## src/rtl/core/mrht_pkg.sv

```systemverilog
// shared types and constants for the match range highlight table
// no dependencies
package mrht_pkg;

   // table size default
   localparam int MAX_RANGES_DEF = 64;

   // field widths
   localparam int KIND_W      = 3;
   localparam int LINE_W      = 16;
   localparam int COL_W       = 12;
   localparam int COL_END_W   = 13;
   localparam int IDX_OUT_W   = 6;
   localparam int HIT_W       = 2;
   localparam int CNT_OUT_W   = 7;
   localparam int ENTRY_W     = LINE_W + COL_W + COL_END_W;
   localparam int REQ_TDATA_W = 48;
   localparam int RSP_TDATA_W = 16;

   // operation codes
   localparam logic [KIND_W-1:0] KIND_ADD   = 3'd0;
   localparam logic [KIND_W-1:0] KIND_NEXT  = 3'd1;
   localparam logic [KIND_W-1:0] KIND_PREV  = 3'd2;
   localparam logic [KIND_W-1:0] KIND_QUERY = 3'd3;
   localparam logic [KIND_W-1:0] KIND_CLEAR = 3'd4;

   // query classes
   localparam logic [HIT_W-1:0] HIT_MISS    = 2'd0;
   localparam logic [HIT_W-1:0] HIT_MATCH   = 2'd1;
   localparam logic [HIT_W-1:0] HIT_CURRENT = 2'd2;

   // result beat, last member in the lowest bits
   typedef struct packed {
      logic [CNT_OUT_W-1:0] entry_count;
      logic [HIT_W-1:0]     hit_class;
      logic [IDX_OUT_W-1:0] entry_index;
      logic                 rejected;
   } result_type;

endpackage

```

## src/rtl/core/match_range_highlight_table_core.sv

```systemverilog
// match range highlight table: top level
// Usage:
//   req channel carries one operation per beat, selected by req_tuser (kind):
//   add, next, prev, query or clear. Every operation returns exactly one
//   rsp beat with rejected, entry_index, hit_class and entry_count.
//   Ranges live in one ram of MAX_RANGES entries; count and cursor live in
//   flops. Operations are handled one at a time.
// Flow:
//   add, next, prev, clear, unknown kinds and a query on an empty table
//   pass from accept through the result register to the rsp register. A query
//   scans the ram one entry per cycle over its one read port, stopping at the
//   first covering range, or after the last entry on a miss. req_tready is high
//   whenever no operation is in progress, even while an earlier result waits.
// Reset:
//   synchronous, active high; empties the table and drops the cursor. Ram
//   contents are not cleared, entries at or beyond the count are never read.
// Stall:
//   a result holds in the rsp register while rsp_tready is low; a finished
//   operation waits in its own result register until the rsp register frees.
module match_range_highlight_table_core
   import mrht_pkg::*;
#(
   parameter int MAX_RANGES = MAX_RANGES_DEF
) (
   input  logic                   clock,
   input  logic                   reset,
   // req_tdata: line_number[15:0], column[27:16], column_end[40:28], zero pad
   input  logic                   req_tvalid,
   output logic                   req_tready,
   input  logic [REQ_TDATA_W-1:0] req_tdata,
   // req_tuser: kind[2:0]
   input  logic [KIND_W-1:0]      req_tuser,
   // rsp_tdata: rejected[0], entry_index[6:1], hit_class[8:7], entry_count[15:9]
   output logic                   rsp_tvalid,
   input  logic                   rsp_tready,
   output logic [RSP_TDATA_W-1:0] rsp_tdata
);

   localparam int IDX_W = $clog2(MAX_RANGES);
   localparam int CNT_W = $clog2(MAX_RANGES + 1);

   localparam logic [1:0] ST_IDLE = 2'd0;
   localparam logic [1:0] ST_SCAN = 2'd1;
   localparam logic [1:0] ST_WAIT = 2'd2;

   logic [1:0]       state_ff, state_in;
   logic [CNT_W-1:0] count_ff, count_in;
   logic [IDX_W-1:0] cur_ff, cur_in;
   logic             curv_ff, curv_in;
   logic [LINE_W-1:0] q_line_ff, q_line_in;
   logic [COL_W-1:0]  q_col_ff, q_col_in;
   logic [CNT_W-1:0] scan_cnt_ff, scan_cnt_in;
   logic             chk_vld_ff, chk_vld_in;
   logic [IDX_W-1:0] chk_idx_ff, chk_idx_in;
   result_type       res_ff, res_in;
   logic             rsp_vld_ff, rsp_vld_in;
   result_type       rsp_data_ff, rsp_data_in;

   logic [KIND_W-1:0]    kind;
   logic [LINE_W-1:0]    in_line;
   logic [COL_W-1:0]     in_col;
   logic [COL_END_W-1:0] in_col_end;
   logic                 accept;
   logic                 full;
   logic                 cur_ok;
   logic [CNT_W-1:0]     cur_ext;
   logic [CNT_W-1:0]     cur_next;
   logic [CNT_W-1:0]     cur_prev;
   logic                 wr_en;
   logic [ENTRY_W-1:0]   wr_data;
   logic                 rd_en;
   logic [IDX_W-1:0]     rd_addr;
   logic [ENTRY_W-1:0]   rd_data;
   logic [LINE_W-1:0]    e_line;
   logic [COL_W-1:0]     e_start;
   logic [COL_END_W-1:0] e_end;
   logic                 e_hit;
   logic                 last_chk;
   logic                 load_rsp;

   // unpack request
   assign kind       = req_tuser;
   assign in_line    = req_tdata[LINE_W-1:0];
   assign in_col     = req_tdata[LINE_W +: COL_W];
   assign in_col_end = req_tdata[LINE_W + COL_W +: COL_END_W];

   assign req_tready = (state_ff == ST_IDLE);
   assign accept     = req_tvalid && req_tready;

   // table status and cursor moves
   assign full     = (count_ff >= CNT_W'(MAX_RANGES));
   assign cur_ext  = CNT_W'(cur_ff);
   assign cur_ok   = curv_ff && (cur_ext < count_ff);
   assign cur_next = (!cur_ok || (cur_ext + 1'b1 >= count_ff)) ? '0 : cur_ext + 1'b1;
   assign cur_prev = (!cur_ok || (cur_ff == '0)) ? count_ff - 1'b1 : cur_ext - 1'b1;

   // range storage
   assign wr_en   = accept && (kind == KIND_ADD) && !full;
   assign wr_data = {in_col_end, in_col, in_line};
   assign rd_en   = (state_ff == ST_SCAN) && (scan_cnt_ff < count_ff);
   assign rd_addr = scan_cnt_ff[IDX_W-1:0];

   mrht_ram #(
      .WIDTH (ENTRY_W),
      .DEPTH (MAX_RANGES)
   ) u_ram (
      .clock   (clock),
      .wr_en   (wr_en),
      .wr_addr (count_ff[IDX_W-1:0]),
      .wr_data (wr_data),
      .rd_en   (rd_en),
      .rd_addr (rd_addr),
      .rd_data (rd_data)
   );

   // compare the entry read last cycle against the query point
   assign e_line   = rd_data[LINE_W-1:0];
   assign e_start  = rd_data[LINE_W +: COL_W];
   assign e_end    = rd_data[LINE_W + COL_W +: COL_END_W];
   assign e_hit    = (e_line == q_line_ff) && (q_col_ff >= e_start)
                     && ({1'b0, q_col_ff} < e_end);
   assign last_chk = (CNT_W'(chk_idx_ff) + 1'b1 == count_ff);

   assign load_rsp = (state_ff == ST_WAIT) && (!rsp_vld_ff || rsp_tready);

   // operation sequencer
   always_comb begin
      state_in    = state_ff;
      count_in    = count_ff;
      cur_in      = cur_ff;
      curv_in     = curv_ff;
      q_line_in   = q_line_ff;
      q_col_in    = q_col_ff;
      scan_cnt_in = scan_cnt_ff;
      chk_vld_in  = rd_en;
      chk_idx_in  = rd_addr;
      res_in      = res_ff;
      if (rd_en) begin
         scan_cnt_in = scan_cnt_ff + 1'b1;
      end
      case (state_ff)
         ST_IDLE: begin
            if (accept) begin
               res_in.rejected    = 1'b0;
               res_in.entry_index = '0;
               res_in.hit_class   = HIT_MISS;
               state_in           = ST_WAIT;
               case (kind)
                  KIND_ADD: begin
                     if (full) begin
                        res_in.rejected = 1'b1;
                     end else begin
                        res_in.entry_index = IDX_OUT_W'(count_ff);
                        count_in           = count_ff + 1'b1;
                        if (!curv_ff) begin
                           curv_in = 1'b1;
                           cur_in  = '0;
                        end
                     end
                  end
                  KIND_NEXT, KIND_PREV: begin
                     if (count_ff == '0) begin
                        res_in.rejected = 1'b1;
                     end else begin
                        curv_in = 1'b1;
                        if (kind == KIND_NEXT) begin
                           cur_in             = cur_next[IDX_W-1:0];
                           res_in.entry_index = IDX_OUT_W'(cur_next);
                        end else begin
                           cur_in             = cur_prev[IDX_W-1:0];
                           res_in.entry_index = IDX_OUT_W'(cur_prev);
                        end
                     end
                  end
                  KIND_QUERY: begin
                     q_line_in   = in_line;
                     q_col_in    = in_col;
                     scan_cnt_in = '0;
                     if (count_ff != '0) begin
                        state_in = ST_SCAN;
                     end
                  end
                  KIND_CLEAR: begin
                     count_in = '0;
                     cur_in   = '0;
                     curv_in  = 1'b0;
                  end
                  default: begin
                  end
               endcase
               res_in.entry_count = CNT_OUT_W'(count_in);
            end
         end
         ST_SCAN: begin
            if (chk_vld_ff) begin
               if (e_hit) begin
                  res_in.hit_class = (curv_ff && (cur_ff == chk_idx_ff)) ?
                                     HIT_CURRENT : HIT_MATCH;
                  state_in = ST_WAIT;
               end else if (last_chk) begin
                  state_in = ST_WAIT;
               end
            end
         end
         ST_WAIT: begin
            if (load_rsp) begin
               state_in = ST_IDLE;
            end
         end
         default: begin
            state_in = ST_IDLE;
         end
      endcase
   end

   // output register
   always_comb begin
      rsp_vld_in  = rsp_vld_ff && !rsp_tready;
      rsp_data_in = rsp_data_ff;
      if (load_rsp) begin
         rsp_vld_in  = 1'b1;
         rsp_data_in = res_ff;
      end
   end

   // control state
   always_ff @(posedge clock) begin
      if (reset) begin
         state_ff   <= ST_IDLE;
         count_ff   <= '0;
         cur_ff     <= '0;
         curv_ff    <= 1'b0;
         chk_vld_ff <= 1'b0;
         rsp_vld_ff <= 1'b0;
      end else begin
         state_ff   <= state_in;
         count_ff   <= count_in;
         cur_ff     <= cur_in;
         curv_ff    <= curv_in;
         chk_vld_ff <= chk_vld_in;
         rsp_vld_ff <= rsp_vld_in;
      end
   end

   // payload registers
   always_ff @(posedge clock) begin
      q_line_ff   <= q_line_in;
      q_col_ff    <= q_col_in;
      scan_cnt_ff <= scan_cnt_in;
      chk_idx_ff  <= chk_idx_in;
      res_ff      <= res_in;
      rsp_data_ff <= rsp_data_in;
   end

   assign rsp_tvalid = rsp_vld_ff;
   assign rsp_tdata  = RSP_TDATA_W'(rsp_data_ff);

endmodule

```

## src/rtl/core/mrht_ram.sv

```systemverilog
// generic single-port-write, single-port-read ram with registered read
// no dependencies
module mrht_ram #(
   parameter int WIDTH = 8,
   parameter int DEPTH = 16
) (
   input  logic                     clock,
   input  logic                     wr_en,
   input  logic [$clog2(DEPTH)-1:0] wr_addr,
   input  logic [WIDTH-1:0]         wr_data,
   input  logic                     rd_en,
   input  logic [$clog2(DEPTH)-1:0] rd_addr,
   output logic [WIDTH-1:0]         rd_data
);

   logic [WIDTH-1:0] mem_ff [DEPTH];
   logic [WIDTH-1:0] rd_data_ff;

   // write port
   always_ff @(posedge clock) begin
      if (wr_en) begin
         mem_ff[wr_addr] <= wr_data;
      end
   end

   // registered read port
   always_ff @(posedge clock) begin
      if (rd_en) begin
         rd_data_ff <= mem_ff[rd_addr];
      end
   end

   assign rd_data = rd_data_ff;

endmodule

```

## config.mk

```make
export PLATFORM = sky130hd
export DESIGN_NAME = match_range_highlight_table_core
export DESIGN_NICKNAME = d
export VERILOG_FILES = /design/src/rtl/core/mrht_pkg.sv /design/src/rtl/core/match_range_highlight_table_core.sv /design/src/rtl/core/mrht_ram.sv
export SDC_FILE = /design/constraint.sdc
export NUM_CORES = 2
export LEC_CHECK = 0
export CORE_UTILIZATION = 60
export CTS_BUF_LIST = sky130_fd_sc_hd__clkbuf_8
export DETAILED_ROUTE_END_ITERATION = 8
export DONT_BUFFER_PORTS = 1
export PLACE_DENSITY = 0.76
export SYNTH_ARGS = -nofsm -noshare
export SYNTH_HDL_FRONTEND = slang
export SYNTH_SLANG_ARGS = --single-unit
```

## constraint.sdc

```tcl
create_clock -name clock -period 5.2 [get_ports clock]
set_input_delay 0.26 -clock clock [delete_from_list [all_inputs] [get_ports clock]]
set_output_delay 0.26 -clock clock [all_outputs]
set_load 0.1 [all_outputs]
```

======== After elaboration in Yosys (flattened, before gate mapping) ========
Memory sizes are Yosys's and may differ from the RTL's. A register that Yosys moved wholly into a read port is not among the register bits.
Index checks and enable logic that the tools add are counted.
W data, S select, Z words.
storage, ports and cells
  register bits ........................... 91
  RAM bits ................................ 2624
  bits of input ports ..................... 55
  output and inout bits ................... 18
  logic and storage cells ................. 116
  memories ................................ 1
memories
  name          depth  width  rd ports  clocked after memory_dff  write ports  RTL line        text
  u_ram.mem_ff  64     41     1         1                         1            mrht_ram.sv:16  logic [WIDTH-1:0] mem_ff [DEPTH];
operators by class
  add/subtract/negate cells ............... 6
  $lt $le $gt $ge ......................... 6
  equality and inequality tests ........... 17
  multiplexer cells ....................... 37
  reductions and logical operators ........ 31
operator list
  kind                   count
  $mux W6                8
  $mux W7                5
  $pmux W7 S2            2
  $mux W2                10
  $pmux W6 S3            1
  $eq A16 B16 Y1         1
  $add A6 B1 Y7 const B  2
  $add A7 B1 Y7 const B  2
  $lt A12 B13 Y1         1
  $ge A12 B12 Y1         1
  $ne A2 B2 Y1 const B   6
  $sub A6 B1 Y6 const B  2
  $logic_and A1 B1 Y1    10
  $mux W9                1
  $reduce_and A4 Y1      2
  $eq A7 B7 Y1           1
  $ge A7 B7 Y1           1
  $ge A7 B7 Y1 const B   1
  $logic_not A7 Y1       1
  $lt A6 B7 Y1           1
  $lt A7 B7 Y1           1
  $mux W1                7
  $reduce_bool A7 Y1     1
  $eq A3 B2 Y1 const B   2
  other kinds (22)       27

======== Longest topological paths before layout ========
  word-level depth ........................ 10
  depth in mapped cells ................... 14

======== Cells and area by module ========
Synthesis repeated with hierarchy kept, for this count alone.
unflattened totals
  cell total of the unflattened synthesis .. 4741
  area, all modules ....................... 105725.1 sq um
by module, submodules not included
  module                            times used  cells an instance  area an instance (sq um)  seq. area each (sq um)
  mrht_ram                          1           4226               100518.9                  80026.8
  match_range_highlight_table_core  1           515                5206.2                    2422.3

======== Least setup slack after synthesis ========
Ideal clock, no wire load.
  path kind ............................... reg2reg
  from .................................... register state_ff[1]
  to ...................................... register scan_cnt_ff[5]
  setup time .............................. 121 ps
  arrival ................................. 5000 ps
  required time ........................... 5079 ps
  slack ................................... 79 ps
  stages on the path, launching flop included .. 8
  buffers on the path ..................... 2
  period minus slack after synthesis ...... 5121 ps
  path through ............................ dfxtp_1 clkbuf_1 nor2_1 nand2_1 clkbuf_1 nor3_1 nor2b_1 mux2_2
on the way
  elaborated cells on any way between the ends .. 8
  those cells by class .................... eq/ne: 1; mux: 4; reduce/logical: 3
RTL lines
  what                    RTL line                                 text
  from (decl)             match_range_highlight_table_core.sv:46   logic [1:0] state_ff, state_in;
  from (signal assigned)  match_range_highlight_table_core.sv:236  state_ff <= state_in;
  $logic_not A2 Y1 (*)    match_range_highlight_table_core.sv:87   assign req_tready = (state_ff == ST_IDLE);
  net req_tready          match_range_highlight_table_core.sv:29   output logic req_tready,
  $logic_and A1 B1 Y1     match_range_highlight_table_core.sv:88   assign accept = req_tvalid && req_tready;
  $mux W7                 match_range_highlight_table_core.sv:143  if (accept) begin
  $mux W7 (*)             match_range_highlight_table_core.sv:141  case (state_ff)
  net scan_cnt_in[5]      match_range_highlight_table_core.sv:52   logic [CNT_W-1:0] scan_cnt_ff, scan_cnt_in;
  to (signal assigned)    match_range_highlight_table_core.sv:249  scan_cnt_ff <= scan_cnt_in;
  to (decl)               match_range_highlight_table_core.sv:52
Mark *: on every way through the listed nets, which the timed path passes. The rest lies on a longest branch.
A chain may end at the register's enable or synchronous reset.

======== Worst setup path in the final report ========
  from .................................... input port req_tuser[0]
  to ...................................... memory u_ram.mem_ff[53][18] (netlist bit) (enable)
on the way
  longest elaborated chain between the ends .. 5
RTL lines
  what                              RTL line                                text
  from (decl)                       match_range_highlight_table_core.sv:32  input logic [KIND_W-1:0] req_tuser,
  $logic_not A3 Y1                  match_range_highlight_table_core.sv:98  assign wr_en = accept && (kind == KIND_ADD) && !full;
  $logic_and A1 B1 Y1 (2 in a row)  match_range_highlight_table_core.sv:98
  $mux W1                           mrht_ram.sv:21                          if (wr_en) begin
  $mux W1 (not written as such)     mrht_ram.sv:22                          mem_ff[wr_addr] <= wr_data;
  to (decl)                         mrht_ram.sv:16
No other way between the ends.

==> reports/qor_table.md <==
| Stage | Parameter | Reported |
|---|---|---|
| detailed routing | Vias | 52,600 |
| yosys | Post-synth EDFFs | 2,725 |
| clock network | Setup Fix Bufs, Post-CTS | 0 |
| worst setup path | Critical path arrival | 4.98 ns |
| clock network | Clock latency reported for the late side of the worst-skew pair | 1.11 ns |
| yosys | Synth Area in Simple Gates | 1.57% |
| yosys | Most repeated cell in the gate-level netlist after synthesis | edfxtp_1 |
| sta | Highest clock rate | 0.236 GHz |
| cells and area | Fin nets | 5,178 |
| clock network | Clock root buffer | clkbuf_8 |
| sta | Transition time at the pin with the least slew margin | 1.38 ns |
| yosys | Synthesized cell area | 0.106 sq mm |
| place | Quantity of I/O buffers inserted on ports | 0 |
| detailed routing | Pre-antenna DRT Iters | 6 |
| global route | Aggregate global-route resource usage | 29.7% |
| die | Core region area | 0.176 sq mm |
| yosys | Most frequent cells after synthesis | edfxtp_1, mux4_2, nor2_1 |
| place | DPL Wire Length | 139 mm |
| yosys | Number of different library cells in the post-synthesis netlist | 65 |
| yosys | Cell type with the highest aggregate area in the netlist | edfxtp_1 |
| cells and area | Ratio of cells with drive above 1 in the final layout | 29.0% |
| yosys | Dominant combinational cell family by area after synthesis | multiplexers |
| die | Die Footprint | 0.179 sq mm |
| worst setup path | Crit path kind | in2reg |
| die | Starting utilization of the core area | 60.4% |
| yosys | Fraction of synthesis flops using an asynchronous set or reset pin | 0% |
| yosys | Adder-cell area share of the yosys netlist | 0.588% |
| global route | Via count of the first global-routing pass | 52,700 |
| min path | Class of the tightest hold or removal check | in2reg |
| yosys | Share of the synthesized area in the top cell type | 77.0% |
| global route | Overflow after GRT | 0 |
| yosys | Total of warnings raised by yosys | 0 |
| die | FP Rows | 154 |
| worst setup path | Critical path startpoint category | input pin |
| worst setup path | CP Max Fanout | 16 |
| sta | Worst setup skew after layout | 0.0917 ns |
| worst setup path | Worst endpoint required time | 5.94 ns |
| run status | Outcome | completed |
| yosys | Net Count, Synth | 4,731 |
| sta | Final setup TNS | 0 ns |
| die | Num ports | 73 |
| sta | Shortest clock period the worst path allows after layout | 4.24 ns |
| sta | Worst slew slack as a fraction of its limit | 7.53% |
| clock network | Number of buffers created by CTS | 428 |
| place | DP Worst Slack | 1.29 ns |
| yosys | XOR/XNOR Fraction of Synth Area | 0.272% |
| global route | Initial antenna violation count | 15 |
| cells and area | End-of-flow core utilization | 68.1% |
| worst setup path | R2R Setup Slk | 1.14 ns |
| yosys | Flip-flop cell with the highest count after synthesis | edfxtp_1 |
| detailed routing | Post-detailed-routing wire length | 263 mm |
| die | Width of the die | 423 um |
| clock network | CTS tree | yes |
| yosys | Yosys reg bits | 2,756 |
| detailed routing | Remaining antenna violation count after routing | 0 |
| pwr | Leakage | 37.2 nW |
| pwr | IR Drop Worst-Case VDD | 0.000331 V |
| detailed routing | Drt via density | 6.79 |
| sta | Number of failing setup endpoints in the final timing report | 0 |
| sta | Hold Vio Cnt, Final | 0 |
| global route | Largest net degree at the start of global routing | 133 |
| place | Last weighted congestion value of the routability-driven placer | 0.863 |
| worst setup path | Type of destination of the critical path | flip-flop |
| sta | Final setup margin | 0.962 ns |
| die | Die Y | 423 um |
| clock network | Longest Clk Path Bufs | 4 |
| sta | Max-slew violations | 0 |
| detailed routing | Detailed-route DRC error count | 0 |
| clock network | Clock-pin slew on the worst setup and hold paths | 0.06 ns |
| cells and area | Layout filler cell count | 10,400 |
| yosys | Cell count after synthesis | 4,626 |
| yosys | Share of the yosys chip area belonging to registers | 77.5% |
| yosys | Leading cell types by total area after synthesis | edfxtp_1, mux4_2, mux2i_1 |
| pwr | Power density of the placed cells | 427 mW/mm^2 |
| global route | Global-route wire length before repair | 374 mm |
| clock network | Total number of H-tree levels | 5 |
| sta | Final worst path period share | 81.5% |
| yosys | Post-Synthesis Mean Instance Area | 23.0 sq um |
| detailed routing | Wirelength per Cell | 34.0 um |
| detailed routing | Number of DRC violations after detailed-routing iteration 0 | 8,034 |
| clock network | Clock Sink Count | 2,756 |
| run | Number of maximum-capacitance constraint violations | 0 |
| yosys | Mux cell area share after synthesis | 16.8% |
| cells and area | Layout overhead on the synthesized area | 12.8% |
| yosys | Share of the synthesized area in compound gates (AO/OA/AOI/OAI) | 1.91% |
| sta | Unrepaired setup endpoints after global routing | false |
==> final cells by class <==
cell class                 count  area [sq um]  area share (%)
clock inverter               313          1660            1.38
multi-input combinational   1586         23000            19.2
sequential                  2756         82500            68.8
antenna                        6          15.0          0.0125
clock buffer                 438          6030            5.03
tap                         2340          2930            2.44
inverter                      42           165           0.138
timing repair buffer         259          3700            3.09
==> path summary, 6_finish.rpt <==
kind / startpoint / to / depth (start not counted)
worst max-delay path: req_tuser[0] / u_ram.mem_ff[53][18] / 9
worst min-delay path: req_tvalid / res_ff[7] / 3
worst max register to register: state_ff[1] / u_ram.mem_ff[53][18] / 9
worst min register to register: res_ff[5] / rsp_tdata[5] / 0
==> through the flow <==
| stage | hold WS (ns) | cell area (sq um) | power (mW) | instances |
|---|---|---|---|---|
| global route | 0.128 | 120000 | 52.8 | 7738 |
| detailed placement | 0.340 | 111000 | 34.5 | 6888 |
| floorplan | 0.353 | 106000 | 32.3 | 4626 |
| CTS | 0.0885 | 120000 | 51.3 | 7734 |
| global placement | 0.336 | 111000 | 34.4 | 6888 |
| finish | 0.158 | 120000 | 51.2 | 7740 |
==> layer usage <==
metal  share of wire [%]  wire, um  up-vias  GRT usage (%)
met2                  49    129000     3734           47.0
met4                 3.4      9050        8           10.4
met1                  36     94100    27500           40.8
met5               0.020        52        -              0
li1                    -         -    20800              -
met3                  12     31800      611           7.50
==> kinds of logic (layout without fill, tap and decap cells) <==
logic type / after synthesis / count (layout)
other: 0 / 6
buffers and inverters: 284 / 1052
xor gates and xnor gates: 33 / 33
muxes: 844 / 844
AOI/OAI and AO/OA: 302 / 302
DFF: 2756 / 2756
adders and majority gates: 50 / 50
and+or+nand+nor: 357 / 357
==> report_power, final <==
| group | switching, mW | internal, mW |
|---|---|---|
| clock | 8.19 | 8.44 |
| combinational | 4.70 | 4.99 |
| sequential | 0.295 | 24.5 |
==> registers in the layout, indices dropped and copies added, names as in the netlist, 2 cells and up <==
register / count
u_ram.mem_ff: 2624
q_line_ff: 16
state_ff: 2
q_col_ff: 12
cur_ff: 6
chk_idx_ff: 6
res_ff: 16
u_ram.rd_data: 41
count_ff: 7
rsp_tdata: 16
scan_cnt_ff: 7
==> layout by cell type, fill, tap and decap left out, drive strengths merged, types with 6 or more instances in the layout <==
| cell | n |
|---|---|
| nor2 | 132 |
| a31oi | 14 |
| clkinvlp | 6 |
| a21oi | 73 |
| nand3 | 28 |
| mux2i | 88 |
| xor2 | 19 |
| clkbuf | 438 |
| edfxtp | 2725 |
| mux4 | 752 |
| nor2b | 9 |
| and2 | 9 |
| o32ai | 9 |
| bufinv | 13 |
| o221ai | 37 |
| clkinv | 163 |
| or3 | 18 |
| dfxtp | 31 |
| nor4 | 11 |
| or2 | 9 |
| a211oi | 13 |
| inv | 173 |
| dlygate4sd3 | 54 |
| nor3 | 20 |
| o22ai | 50 |
| ha | 50 |
| o21ai | 42 |
| diode | 6 |
| nand4 | 8 |
| nand2b | 15 |
| buf | 205 |
| nand2 | 80 |
| a22oi | 18 |
| a2111oi | 6 |
| xnor2 | 14 |
| a21o | 7 |
==> worst max-delay path: stages <==
cell and delay [ns]:
dlygate4sd3_1 0.65, or2_2 0.33, dlygate4sd3_1 0.61, nor3_1 0.56, nand2_1 0.34, nor2_1 0.31
nand2_1 0.59, nor2_4 0.95, buf_4 0.34
==> repair_timing <==
action,in CTS,in global routing
setup endpoints to repair,0,0
gates resized for setup,0,0
hold buffers,95,0
endpoints found under the hold margin,2724,0
(Power assumes the default switching activity.)
